==> src/ahd_pkg.sv <==
`timescale 1ns / 1ps
// ----------------------------------------------------------------------------
// ahd_pkg
// shared constants, register indexes and stage payload types of the
// adaptive hysteresis detector
// ----------------------------------------------------------------------------
package ahd_pkg;

    // field widths
    localparam int SAMPLE_W = 12;
    localparam int LEVEL_W  = 12;
    localparam int SUM_W    = 16;
    localparam int CNT_W    = 4;
    localparam int THR_W    = 13;
    localparam int CFG_W    = 13;
    localparam int IDX_W    = 2;

    // block and window lengths
    localparam int AVG_COUNT  = 4;
    localparam int WINDOW_LEN = 6;

    // stream widths
    localparam int IN_TDATA_W  = 32;
    localparam int OUT_TDATA_W = 32;

    // reset values of the registers
    localparam logic [LEVEL_W-1:0] BASE_HIGH_RST  = 12'd40;
    localparam logic [LEVEL_W-1:0] BASE_LOW_RST   = 12'd20;
    localparam logic [THR_W-1:0]   DRIVE_THR_RST  = 13'd4400;
    localparam logic [LEVEL_W-1:0] WIN_MIN_RST    = 12'd4095;

    // register indexes
    localparam logic [IDX_W-1:0] REG_BASE_HIGH = 2'd0;
    localparam logic [IDX_W-1:0] REG_BASE_LOW  = 2'd1;
    localparam logic [IDX_W-1:0] REG_DRIVE_THR = 2'd2;

    // payload after the averaging stage
    typedef struct packed {
        logic               switch_level;
        logic               drive_high;
        logic [LEVEL_W-1:0] level;
    } t_avg_out;

    // payload after the window stage
    typedef struct packed {
        logic               switch_level;
        logic               drive_high;
        logic [LEVEL_W-1:0] level;
        logic [LEVEL_W-1:0] spread;
    } t_win_out;

    // payload of one result
    typedef struct packed {
        logic               out_level;
        logic               detect_flag;
        logic               drive_high;
        logic [LEVEL_W-1:0] level;
        logic [LEVEL_W-1:0] spread;
    } t_result;

endpackage

==> src/adaptive_hysteresis_detector_unit.sv <==
`timescale 1ns / 1ps
// ----------------------------------------------------------------------------
// adaptive_hysteresis_detector_unit
// two-channel averaging level detector with noise-adaptive hysteresis
// ----------------------------------------------------------------------------
// usage
//   s_axis carries one request per acquisition: two 12-bit samples and the
//   polarity switch level. m_axis returns exactly one result per request,
//   in order: out level, detect flag, next drive choice, held level, spread.
//   the config port writes base_high, base_low and drive_threshold by index
//   (0, 1, 2); other indexes are ignored. write only while the block is idle.
// pipeline and throughput
//   three register stages (averaging, window, hysteresis): an accepted
//   request passes from the averaging register through the window register
//   into the output register of the hysteresis stage, where m_axis takes it.
//   one request per cycle is sustained while m_axis_tready stays high; each
//   stage updates its state in one combinational step per accepted request.
// reset
//   synchronous active-low reset empties the pipe, clears the sums, window,
//   spread and detect flag, and loads the register defaults 40, 20, 4400.
// stall
//   when m_axis_tready is low the result holds in the output register; the
//   earlier stages keep filling until each holds an item, then s_axis_tready
//   drops. no request is lost or repeated.
// ----------------------------------------------------------------------------
module adaptive_hysteresis_detector_unit (
    input  logic                                i_clk,
    input  logic                                i_rst_n,
    // request stream
    input  logic                                s_axis_tvalid,
    output logic                                s_axis_tready,
    // [11:0] sample_a, [23:12] sample_b, [24] switch_level, rest zero
    input  logic [ahd_pkg::IN_TDATA_W-1:0]      s_axis_tdata,
    // result stream
    output logic                                m_axis_tvalid,
    input  logic                                m_axis_tready,
    // [0] out_level, [1] detect_flag, [2] drive_high, [14:3] level,
    // [26:15] spread, rest zero
    output logic [ahd_pkg::OUT_TDATA_W-1:0]     m_axis_tdata,
    // register writes
    input  logic                                i_cfg_wr_en,
    input  logic [ahd_pkg::IDX_W-1:0]           i_cfg_index,
    input  logic [ahd_pkg::CFG_W-1:0]           i_cfg_wdata
);
    import ahd_pkg::*;

    // configuration registers
    logic [LEVEL_W-1:0] r_base_high;
    logic [LEVEL_W-1:0] r_base_low;
    logic [THR_W-1:0]   r_drive_thr;

    // stage links
    logic       avg_valid, avg_ready;
    t_avg_out   avg_data;
    logic       win_valid, win_ready;
    t_win_out   win_data;
    t_result    res_data;

    always_ff @(posedge i_clk) begin
        if (!i_rst_n) begin
            r_base_high <= BASE_HIGH_RST;
            r_base_low  <= BASE_LOW_RST;
            r_drive_thr <= DRIVE_THR_RST;
        end else if (i_cfg_wr_en) begin
            case (i_cfg_index)
                REG_BASE_HIGH: r_base_high <= i_cfg_wdata[LEVEL_W-1:0];
                REG_BASE_LOW:  r_base_low  <= i_cfg_wdata[LEVEL_W-1:0];
                REG_DRIVE_THR: r_drive_thr <= i_cfg_wdata;
                default: ;  // unknown index, write dropped
            endcase
        end
    end

    // block averaging and drive choice
    ahd_avg u_avg (
        .i_clk          (i_clk),
        .i_rst_n        (i_rst_n),
        .i_valid        (s_axis_tvalid),
        .o_ready        (s_axis_tready),
        .i_sample_a     (s_axis_tdata[SAMPLE_W-1:0]),
        .i_sample_b     (s_axis_tdata[2*SAMPLE_W-1:SAMPLE_W]),
        .i_switch_level (s_axis_tdata[2*SAMPLE_W]),
        .i_drive_thr    (r_drive_thr),
        .o_valid        (avg_valid),
        .i_ready        (avg_ready),
        .o_data         (avg_data)
    );

    // spread over the level window
    ahd_window u_window (
        .i_clk   (i_clk),
        .i_rst_n (i_rst_n),
        .i_valid (avg_valid),
        .o_ready (avg_ready),
        .i_data  (avg_data),
        .o_valid (win_valid),
        .i_ready (win_ready),
        .o_data  (win_data)
    );

    // hysteresis flag, this stage owns the output register
    ahd_hyst u_hyst (
        .i_clk       (i_clk),
        .i_rst_n     (i_rst_n),
        .i_valid     (win_valid),
        .o_ready     (win_ready),
        .i_data      (win_data),
        .i_base_high (r_base_high),
        .i_base_low  (r_base_low),
        .o_valid     (m_axis_tvalid),
        .i_ready     (m_axis_tready),
        .o_data      (res_data)
    );

    assign m_axis_tdata = {
        {(OUT_TDATA_W - 3 - 2*LEVEL_W){1'b0}},
        res_data.spread,
        res_data.level,
        res_data.drive_high,
        res_data.detect_flag,
        res_data.out_level
    };

endmodule

==> src/ahd_avg.sv <==
`timescale 1ns / 1ps
// ----------------------------------------------------------------------------
// ahd_avg
// block averaging of both channels and pulse choice, first pipeline stage
// ----------------------------------------------------------------------------
module ahd_avg (
    input  logic                            i_clk,
    input  logic                            i_rst_n,
    input  logic                            i_valid,
    output logic                            o_ready,
    input  logic [ahd_pkg::SAMPLE_W-1:0]    i_sample_a,
    input  logic [ahd_pkg::SAMPLE_W-1:0]    i_sample_b,
    input  logic                            i_switch_level,
    input  logic [ahd_pkg::THR_W-1:0]       i_drive_thr,
    output logic                            o_valid,
    input  logic                            i_ready,
    output ahd_pkg::t_avg_out               o_data
);
    import ahd_pkg::*;

    logic                r_valid;
    t_avg_out            r_data;
    logic [SUM_W-1:0]    r_sum_a, r_sum_b;
    logic [CNT_W-1:0]    r_cnt;
    logic [LEVEL_W-1:0]  r_level;

    logic [SUM_W-1:0]    n_sum_a, n_sum_b;
    logic [CNT_W-1:0]    n_cnt;
    logic [LEVEL_W-1:0]  n_level;
    logic [SUM_W-1:0]    add_a, add_b, av_a, av_b;
    logic [CNT_W-1:0]    cnt_inc;
    logic [THR_W-1:0]    pair_sum;
    logic                block_full;
    logic                load;

    assign o_ready = !r_valid || i_ready;
    assign load    = i_valid && o_ready;

    always_comb begin
        add_a      = r_sum_a + SUM_W'(i_sample_a);
        add_b      = r_sum_b + SUM_W'(i_sample_b);
        cnt_inc    = r_cnt + 1'b1;
        // count wraps to zero when the block is as long as the counter range
        block_full = (cnt_inc == '0) || ({1'b0, cnt_inc} >= (CNT_W+1)'(AVG_COUNT));
        av_a       = add_a / SUM_W'(AVG_COUNT);
        av_b       = add_b / SUM_W'(AVG_COUNT);
        pair_sum   = THR_W'(i_sample_a) + THR_W'(i_sample_b);
        n_sum_a    = add_a;
        n_sum_b    = add_b;
        n_cnt      = cnt_inc;
        n_level    = r_level;
        if (block_full) begin
            n_sum_a = '0;
            n_sum_b = '0;
            n_cnt   = '0;
            n_level = (av_a > av_b) ? LEVEL_W'(av_a - av_b) : '0;
        end
    end

    always_ff @(posedge i_clk) begin
        if (!i_rst_n) begin
            r_valid <= 1'b0;
            r_sum_a <= '0;
            r_sum_b <= '0;
            r_cnt   <= '0;
            r_level <= '0;
        end else begin
            if (o_ready) begin
                r_valid <= i_valid;
            end
            if (load) begin
                r_sum_a <= n_sum_a;
                r_sum_b <= n_sum_b;
                r_cnt   <= n_cnt;
                r_level <= n_level;
            end
        end
    end

    always_ff @(posedge i_clk) begin
        if (load) begin
            r_data.switch_level <= i_switch_level;
            r_data.drive_high   <= (pair_sum > i_drive_thr) ? 1'b0 : 1'b1;
            r_data.level        <= n_level;
        end
    end

    assign o_valid = r_valid;
    assign o_data  = r_data;

endmodule

==> src/ahd_window.sv <==
`timescale 1ns / 1ps
// ----------------------------------------------------------------------------
// ahd_window
// max and min tracking of the held level over a window, second stage
// ----------------------------------------------------------------------------
module ahd_window (
    input  logic                i_clk,
    input  logic                i_rst_n,
    input  logic                i_valid,
    output logic                o_ready,
    input  ahd_pkg::t_avg_out   i_data,
    output logic                o_valid,
    input  logic                i_ready,
    output ahd_pkg::t_win_out   o_data
);
    import ahd_pkg::*;

    logic                r_valid;
    t_win_out            r_data;
    logic [LEVEL_W-1:0]  r_max, r_min, r_spread;
    logic [CNT_W-1:0]    r_cnt;

    logic [LEVEL_W-1:0]  n_max, n_min, n_spread;
    logic [LEVEL_W-1:0]  upd_max, upd_min;
    logic [CNT_W-1:0]    n_cnt, cnt_inc;
    logic                load;

    assign o_ready = !r_valid || i_ready;
    assign load    = i_valid && o_ready;

    always_comb begin
        upd_max  = (i_data.level > r_max) ? i_data.level : r_max;
        upd_min  = (i_data.level < r_min) ? i_data.level : r_min;
        cnt_inc  = r_cnt + 1'b1;
        n_max    = upd_max;
        n_min    = upd_min;
        n_cnt    = cnt_inc;
        n_spread = r_spread;
        // window closes: publish spread and restart tracking
        if ({1'b0, cnt_inc} >= (CNT_W+1)'(WINDOW_LEN)) begin
            n_spread = (upd_max >= upd_min) ? (upd_max - upd_min) : '0;
            n_max    = '0;
            n_min    = WIN_MIN_RST;
            n_cnt    = '0;
        end
    end

    always_ff @(posedge i_clk) begin
        if (!i_rst_n) begin
            r_valid  <= 1'b0;
            r_max    <= '0;
            r_min    <= WIN_MIN_RST;
            r_cnt    <= '0;
            r_spread <= '0;
        end else begin
            if (o_ready) begin
                r_valid <= i_valid;
            end
            if (load) begin
                r_max    <= n_max;
                r_min    <= n_min;
                r_cnt    <= n_cnt;
                r_spread <= n_spread;
            end
        end
    end

    always_ff @(posedge i_clk) begin
        if (load) begin
            r_data.switch_level <= i_data.switch_level;
            r_data.drive_high   <= i_data.drive_high;
            r_data.level        <= i_data.level;
            r_data.spread       <= n_spread;
        end
    end

    assign o_valid = r_valid;
    assign o_data  = r_data;

endmodule

==> src/ahd_hyst.sv <==
`timescale 1ns / 1ps
// ----------------------------------------------------------------------------
// ahd_hyst
// threshold widening and hysteresis flag, drives the result register
// ----------------------------------------------------------------------------
module ahd_hyst (
    input  logic                        i_clk,
    input  logic                        i_rst_n,
    input  logic                        i_valid,
    output logic                        o_ready,
    input  ahd_pkg::t_win_out           i_data,
    input  logic [ahd_pkg::LEVEL_W-1:0] i_base_high,
    input  logic [ahd_pkg::LEVEL_W-1:0] i_base_low,
    output logic                        o_valid,
    input  logic                        i_ready,
    output ahd_pkg::t_result            o_data
);
    import ahd_pkg::*;

    logic                r_valid;
    logic                r_detect;
    t_result             r_data;

    logic [LEVEL_W:0]    thr_high;
    logic [LEVEL_W:0]    half_up_w;
    logic [LEVEL_W-1:0]  half_up, thr_low;
    logic                n_detect;
    logic                load;

    assign o_ready = !r_valid || i_ready;
    assign load    = i_valid && o_ready;

    always_comb begin
        // high may pass 4095, then the flag cannot set
        thr_high  = {1'b0, i_base_high} + {2'b00, i_data.spread[LEVEL_W-1:1]};
        half_up_w = ({1'b0, i_data.spread} + 1'b1) >> 1;
        half_up   = half_up_w[LEVEL_W-1:0];
        thr_low   = (i_base_low > half_up) ? (i_base_low - half_up) : '0;
        n_detect  = r_detect;
        if ({1'b0, i_data.level} >= thr_high) begin
            n_detect = 1'b1;
        end else if (i_data.level <= thr_low) begin
            n_detect = 1'b0;
        end
    end

    always_ff @(posedge i_clk) begin
        if (!i_rst_n) begin
            r_valid  <= 1'b0;
            r_detect <= 1'b0;
        end else begin
            if (o_ready) begin
                r_valid <= i_valid;
            end
            if (load) begin
                r_detect <= n_detect;
            end
        end
    end

    always_ff @(posedge i_clk) begin
        if (load) begin
            r_data.out_level   <= ~(n_detect ^ i_data.switch_level);
            r_data.detect_flag <= n_detect;
            r_data.drive_high  <= i_data.drive_high;
            r_data.level       <= i_data.level;
            r_data.spread      <= i_data.spread;
        end
    end

    assign o_valid = r_valid;
    assign o_data  = r_data;

endmodule

==> config.mk <==
export PLATFORM = sky130hd
export DESIGN_NAME = adaptive_hysteresis_detector_unit
export DESIGN_NICKNAME = d
export VERILOG_FILES = /design/src/ahd_pkg.sv /design/src/adaptive_hysteresis_detector_unit.sv /design/src/ahd_avg.sv /design/src/ahd_window.sv /design/src/ahd_hyst.sv
export SDC_FILE = /design/constraint.sdc
export NUM_CORES = 1
export LEC_CHECK = 0
export ABC_AREA = 1
export BUFFER_PORTS_ARGS = -buffer_cell sky130_fd_sc_hd__buf_2
export CAP_MARGIN = 20
export CORE_MARGIN = 2
export CORE_UTILIZATION = 29
export CTS_CLUSTER_SIZE = 30
export DETAILED_ROUTE_END_ITERATION = 6
export SKIP_LAST_GASP = 1
export SYNTH_ARGS = -nofsm -noshare
export SYNTH_HDL_FRONTEND = slang
export SYNTH_SLANG_ARGS = --single-unit
==> constraint.sdc <==
create_clock -name i_clk -period 3.75 [get_ports i_clk]
set_input_delay 0.75 -clock i_clk [delete_from_list [all_inputs] [get_ports i_clk]]
set_output_delay 0.75 -clock i_clk [all_outputs]
set_load 0.005 [all_outputs]
## Yosys cells after proc, flatten, opt, wreduce, memory -nomap -nowiden

Index checks and enable logic that the tools add are counted.

| word-level totals | value |
|---|---|
| word-level logic and storage cells | 82 |
| flip-flop bits (word level) | 196 |

| operators by class | value |
|---|---|
| $lt $le $gt $ge | 10 |
| bitwise gates (word level) | 2 |
| eq/ne operators | 2 |
| multiplexer cells | 16 |
| reductions and logical operators | 15 |
| add/sub/neg operators | 10 |

Operator list:

| cell | count |
|---|---|
| 12-bit two-way mux | 9 |
| 12-bit subtractor | 3 |
| 16-bit by 12-bit adder with 16-bit output | 2 |
| 16-bit two-way mux | 2 |
| 12-bit > comparator | 2 |
| 14-bit > comparator | 1 |
| 12-bit by 1-bit adder with 13-bit output, second input constant | 1 |
| 12-bit by 11-bit adder with 13-bit output | 1 |
| 12-bit by 12-bit adder with 13-bit output | 1 |
| 12-bit by 13-bit >= comparator with 1-bit output | 1 |
| 13-bit > comparator | 1 |
| 12-bit >= comparator | 1 |
| 12-bit <= comparator | 1 |
| 12-bit < comparator | 1 |
| 4-bit by 1-bit adder with 4-bit output, second input constant | 2 |
| 4-bit by 3-bit >= comparator with 1-bit output, second input constant | 2 |
| 4-bit two-way mux | 2 |
| 2-bit AND reduction | 3 |
| 4-bit zero test | 1 |
| 1-bit logical OR | 4 |
| 1-bit logical AND | 3 |
| 1-bit zero test | 3 |
| 1-bit two-way mux | 3 |
| 2-bit by 1-bit equality test with 1-bit output, second input constant | 1 |
| other kinds (4) | 4 |

## Longest topological paths before layout

| depth | value |
|---|---|
| depth after elaboration | 8 |
| mapped depth | 28 |
| depth with buffers taken out | 28 |

## Hierarchy

From an unflattened synthesis, not the netlist that was laid out.

| second synthesis, totals | value |
|---|---|
| cell total of the unflattened synthesis | 1915 |
| area, all modules | 14027.2 µm² |

By module, submodules not included:

| module | instances | area each (µm²) | cells each |
|---|---|---|---|
| ahd_avg | 1 | 5233.8 | 711 |
| ahd_window | 1 | 4371.7 | 608 |
| ahd_hyst | 1 | 2829.0 | 362 |
| adaptive_hysteresis_detector_unit | 1 | 1592.8 | 234 |

## Least setup slack after synthesis

Ideal clock, no wire load.

| path | value |
|---|---|
| path kind | register to register |
| start point | register u_window.r_data (netlist bit u_window.o_data[1]) |
| end point | register u_hyst.r_data (netlist bit u_hyst.o_data[26]) (data pin) |
| path slack | 305 ps |
| library setup time | 252 ps |
| clock period less this slack | 3445 ps |
| data arrival time | 3192 ps |
| path buffers | 0 |
| cell stages (with the launch flop) | 27 |
| cell sequence | edfxtp_1 -> ha_1 -> xnor2_1 -> inv_1 -> fa_1 -> inv_1 -> nand3_1 -> nand2_1 -> nand2_1 -> nand2_1 -> nand2_1 -> nand3_1 -> nand2_1 -> or2_2 -> ha_1 -> nand2_1 -> nand2_1 -> nand2_1 -> nand2_1 -> nand2_1 -> nand3_1 -> nand2_1 -> nand2_1 -> nor2_1 -> nand2_1 -> nand2_1 -> nand2_1 |

| between the ends | value |
|---|---|
| longest elaborated chain between the ends | 8 |
| elaborated cells on any way between the ends | 11 |
| classes of those cells | add/sub (3); order compare (3); mux (3); bitwise (2) |

RTL lines:

| element | RTL line | RTL |
|---|---|---|
| start: declaration | ahd_window.sv:19 | `t_win_out r_data;` |
| 12-bit by 1-bit adder with 13-bit output | ahd_hyst.sv:36 | `half_up_w = ({1'b0, i_data.spread} + 1'b1) >> 1;` |
| 12-bit subtractor or 12-bit > comparator (tied branches) | ahd_hyst.sv:38 | `thr_low = (i_base_low > half_up) ? (i_base_low - half_up) : '0;` |
| 12-bit two-way mux | ahd_hyst.sv:38 |  |
| 12-bit <= comparator | ahd_hyst.sv:42 | `end else if (i_data.level <= thr_low) begin` |
| 1-bit two-way mux | ahd_hyst.sv:42 |  |
| 1-bit two-way mux * | ahd_hyst.sv:40 | `if ({1'b0, i_data.level} >= thr_high) begin` |
| via u_hyst.n_detect | ahd_hyst.sv:27 | `logic n_detect;` |
| 1-bit XOR * | ahd_hyst.sv:63 | `r_data.out_level <= ~(n_detect ^ i_data.switch_level);` |
| 1-bit inverter * | ahd_hyst.sv:63 |  |
| end: declaration | ahd_hyst.sv:22 | `t_result r_data;` |

The timed path passes the listed nets; every way through them passes the cells marked *.
A chain may end at the register's enable or synchronous reset.

## Final worst setup path

| path | value |
|---|---|
| start point | register u_window.r_data (netlist bit u_window.o_data[3]) |
| end point | register u_hyst.r_data (netlist bit u_hyst.o_data[26]) (data pin) |

The elaborated chain is that of the path after synthesis.

==> metrics.md <==
| Metric | Value |
|---|---|
| Final Setup Violations | `0` |
| Die width | `222 µm` |
| GR Util All Layers | `15.3%` |
| Max-capacitance violation count | `0` |
| Mux cell area share after synthesis | `0%` |
| WL/cell | `14.0 µm` |
| Peak VDD IR | `0.000337 V` |
| Io pins | `86` |
| CTS clk-pin slew, worst paths | `80 ps` |
| DRC viols | `0` |
| Core Rows | `79` |
| Initial Utilization | `29.5%` |
| Vias per Instance | `4.71` |
| Detailed Routing Iterations Pass 1 | `7` |
| Post-placement setup slack | `-306 ps` |
| Number of flops mapped to enable cells by yosys | `67` |
| Avg Inst Size Synth | `7.12 µm²` |
| Max Root-Sink Buffers | `2` |
| Ys Warns | `0` |
| Antenna fix cells | `0` |
| Largest net degree at the start of global routing | `41` |
| Gpl congestion | `0.887` |
| Final cell count without fillers | `2717` |
| Main combinational cell family by area after synthesis | `simple AND/OR/NAND/NOR gates` |
| Die height | `222 µm` |
| Via count | `12800` |
| Hold Crit Class | `register to register` |
| Post-synthesis sequential area ratio | `33.3%` |
| Initial antenna violation count | `0` |
| Peak Freq | `267 MHz` |
| Final Max Tran Viols | `0` |
| CTS Hold Buffers Added | `0` |
| Post-Synth XOR/XNOR Area | `3.43%` |
| Final Cycle Share | `99.8%` |
| DRT iter0 DRCs | `873` |
| Clock sink count | `196` |
| Worst EP required | `3980 ps` |
| Net count, final | `2306` |
| CTS Buf Count | `17` |
| CTS tree | `built` |
| DRT Wirelength | `38000 µm` |
| Hold Fails Final Rpt | `0` |
| Simple-gate share of the synthesized area | `31.0%` |
| Setup crit start kind | `register` |
| Max-slew headroom | `47.6%` |
| Area growth syn-to-layout | `21.2%` |
| Hold slack final | `419 ps` |
| Top_reg_cell synth | `dfxtp_1` |
| Static Leak | `7.99 nW` |
| Placed Cells | `2663` |
| Worst Setup SP | `u_window.o_data[3]$_DFFE_PP_` |
| Port bufs | `73` |
| Die area | `0.0493 mm²` |
| Vias in the first global route | `11900` |
| Mapped Cells | `1935` |
| Endpoint class of the critical path | `register` |
| Detailed placer's ending HPWL | `29200 µm` |
| Setup ws final | `8.66 ps` |
| Setup CP Type | `register to register` |
| Slew @ Worst Pin | `785 ps` |
| Clock Tree Root | `clkbuf_16` |
| Antenna Nets Post-Route | `0` |
| Crit path arrival time | `3970 ps` |
| Worst Hold Launch | `u_avg.o_data[13]$_DFFE_PP_` |
| RSZ-0062 raised after global routing | `true` |
| Core area | `0.0468 mm²` |
| Compound-Gate Fraction of Synth Area | `9.79%` |
| Synth async-reset ratio | `0%` |
| H-Tree Depth | `4` |
| Final setup skew | `15.7 ps` |
| Layout cells sized above 1 | `15.7%` |
| FF-to-FF Start | `u_window.o_data[3]$_DFFE_PP_` |
| Clock Latency Late Sink | `460 ps` |
| First-pass GRT wire length | `60700 µm` |
| Synth Cell Area | `0.0138 mm²` |
| Period minus WS final | `3740 ps` |
| Yosys cell types | `48` |
| Pwr dens | `428 mW/mm²` |
| Crit path max fanout | `8` |
| #FFs+latches synth | `196` |
| Global route overflow | `0` |
| Outcome | `completed` |
| Fraction of the mapped netlist area in adder cells | `14.6%` |
## synth_stat cells (2+ instances only)
| library cell | n | area (µm²) |
|---|---|---|
| nand2_1 | 538 | 2020 |
| a21o_1 | 4 | 30.0 |
| clkbuf_1 | 19 | 71.3 |
| inv_1 | 206 | 773 |
| xor2_1 | 42 | 368 |
| nand3b_1 | 13 | 97.6 |
| buf_2 | 16 | 80.1 |
| a31oi_1 | 3 | 18.8 |
| nand3_1 | 181 | 906 |
| nor3_1 | 13 | 65.1 |
| o21a_1 | 5 | 37.5 |
| buf_6 | 3 | 33.8 |
| and2_1 | 31 | 194 |
| nand2_2 | 3 | 18.8 |
| buf_4 | 6 | 45.0 |
| o21ai_0 | 59 | 295 |
| o22ai_1 | 2 | 12.5 |
| a211oi_1 | 2 | 15.0 |
| or2_2 | 7 | 43.8 |
| a21oi_1 | 165 | 826 |
| xnor2_1 | 12 | 105 |
| fa_1 | 7 | 140 |
| clkbuf_8 | 2 | 27.5 |
| edfxtp_1 | 67 | 2010 |
| buf_1 | 4 | 15.0 |
| inv_2 | 4 | 15.0 |
| nand4_1 | 23 | 144 |
| ha_1 | 150 | 1880 |
| o211ai_1 | 4 | 30.0 |
| dfxtp_1 | 129 | 2580 |
| o21bai_1 | 4 | 30.0 |
| nor2_1 | 195 | 732 |
## cell usage in the layout (no fill, tap or decap), types with 5 or more instances in the layout
master / n
nand2_1: 515
inv_1: 198
nor2_1: 185
nand3_1: 169
a21oi_1: 153
ha_1: 133
dfxtp_1: 129
buf_4: 108
buf_2: 73
edfxtp_1: 67
o21ai_0: 54
xor2_1: 39
and2_1: 31
nand2_2: 24
nand4_1: 23
clkbuf_16: 19
ha_4: 14
nand3b_1: 13
nor3_1: 13
inv_2: 11
xnor2_1: 11
nand3_2: 10
a21oi_2: 10
nor2_2: 10
o21a_1: 5
inv_6: 5
fa_1: 5
conb_1: 5
buf_6: 5
## power by group
group,total (W),internal [W],switching (W)
logic,0.00276,0.00113,0.00162
clock network,0.00195,0.00103,0.000922
registers,0.00244,0.00234,0.000101
total,0.00714,0.00450,0.00265
## cell families after synthesis
family	count (synthesis)
xor gates and xnor gates	54
and+or+nand+nor	1010
DFF	196
buffers and inverters	262
AOI/OAI and AO/OA	255
other	1
adders and majority gates	157
## critical path, stage by stage, from the launching register on
cell	delay [ps]
edfxtp_1	450
buf_4	160
buf_4	140
nand4_1	160
xor2_1	210
ha_1	350
nand2_2	70
o21a_1	180
nand2_2	80
nand2_2	50
nand3_2	80
nand2_4	120
inv_6	120
nand3_4	80
ha_4	280
nand2_2	60
buf_6	110
nor2_2	70
nand4_1	80
nand2_1	70
inv_1	40
nand2_2	70
nand2_1	50
nor2_1	110
buf_4	160
nand2_2	50
nand2_1	70
nand2_1	40
## routing by layer
layer,global-route usage [%],vias up,share of wire [%]
met4,4.36,0,1.8
met5,0,-,0
met1,20.2,5886,47
li1,-,6671,-
met3,1.75,41,3.2
met2,26.3,200,48
## state kept, by name, summed over array words and instances (netlist names), 13 cells and up
signal,cells
u_avg.o_data,14
u_window.o_data,26
u_avg.r_sum_b,16
u_hyst.o_data,27
r_drive_thr,13
u_avg.r_sum_a,16
## stage by stage
step           instance area [µm²]  setup TNS (ps)  total power (W)  utilization (%)
5_1_grt                      16700            -693          0.00767             35.7
4_1_cts                      16100           -45.7          0.00701             34.4
2_1_floorplan                13800               0          0.00428                -
6_report                     16700               0          0.00714             35.7
3_3_place_gp                 15400           -4620          0.00501             32.9
3_5_place_dp                 15400           -6750          0.00504             32.9
## repair_timing
action | in CTS | in global routing
pin swaps | 9 | 54
resized for setup | 17 | 100
cloned | 0 | 0
setup buffers | 1 | 20
setup endpoints to repair | 4 | 43
## final timing paths
kind                            slack (ps)                            end  cells after the start
worst max-delay path                     9    u_hyst.o_data[26]$_DFFE_PP_                     27
worst max register to register           9    u_hyst.o_data[26]$_DFFE_PP_                     27
worst min-delay path                   420  u_window.o_data[25]$_DFFE_PP_                      0
worst min register to register         420  u_window.o_data[25]$_DFFE_PP_                      0
## final cells by class
type,instances,area (µm²)
clock buffers,21,483
clock inverters,11,129
fillers,4887,30000
inverters,211,797
multi-input cells,1481,8630
flip-flops and latches,196,4590
well taps,607,759
repair buffers,190,1310
Power figures use the tool's default switching activity.
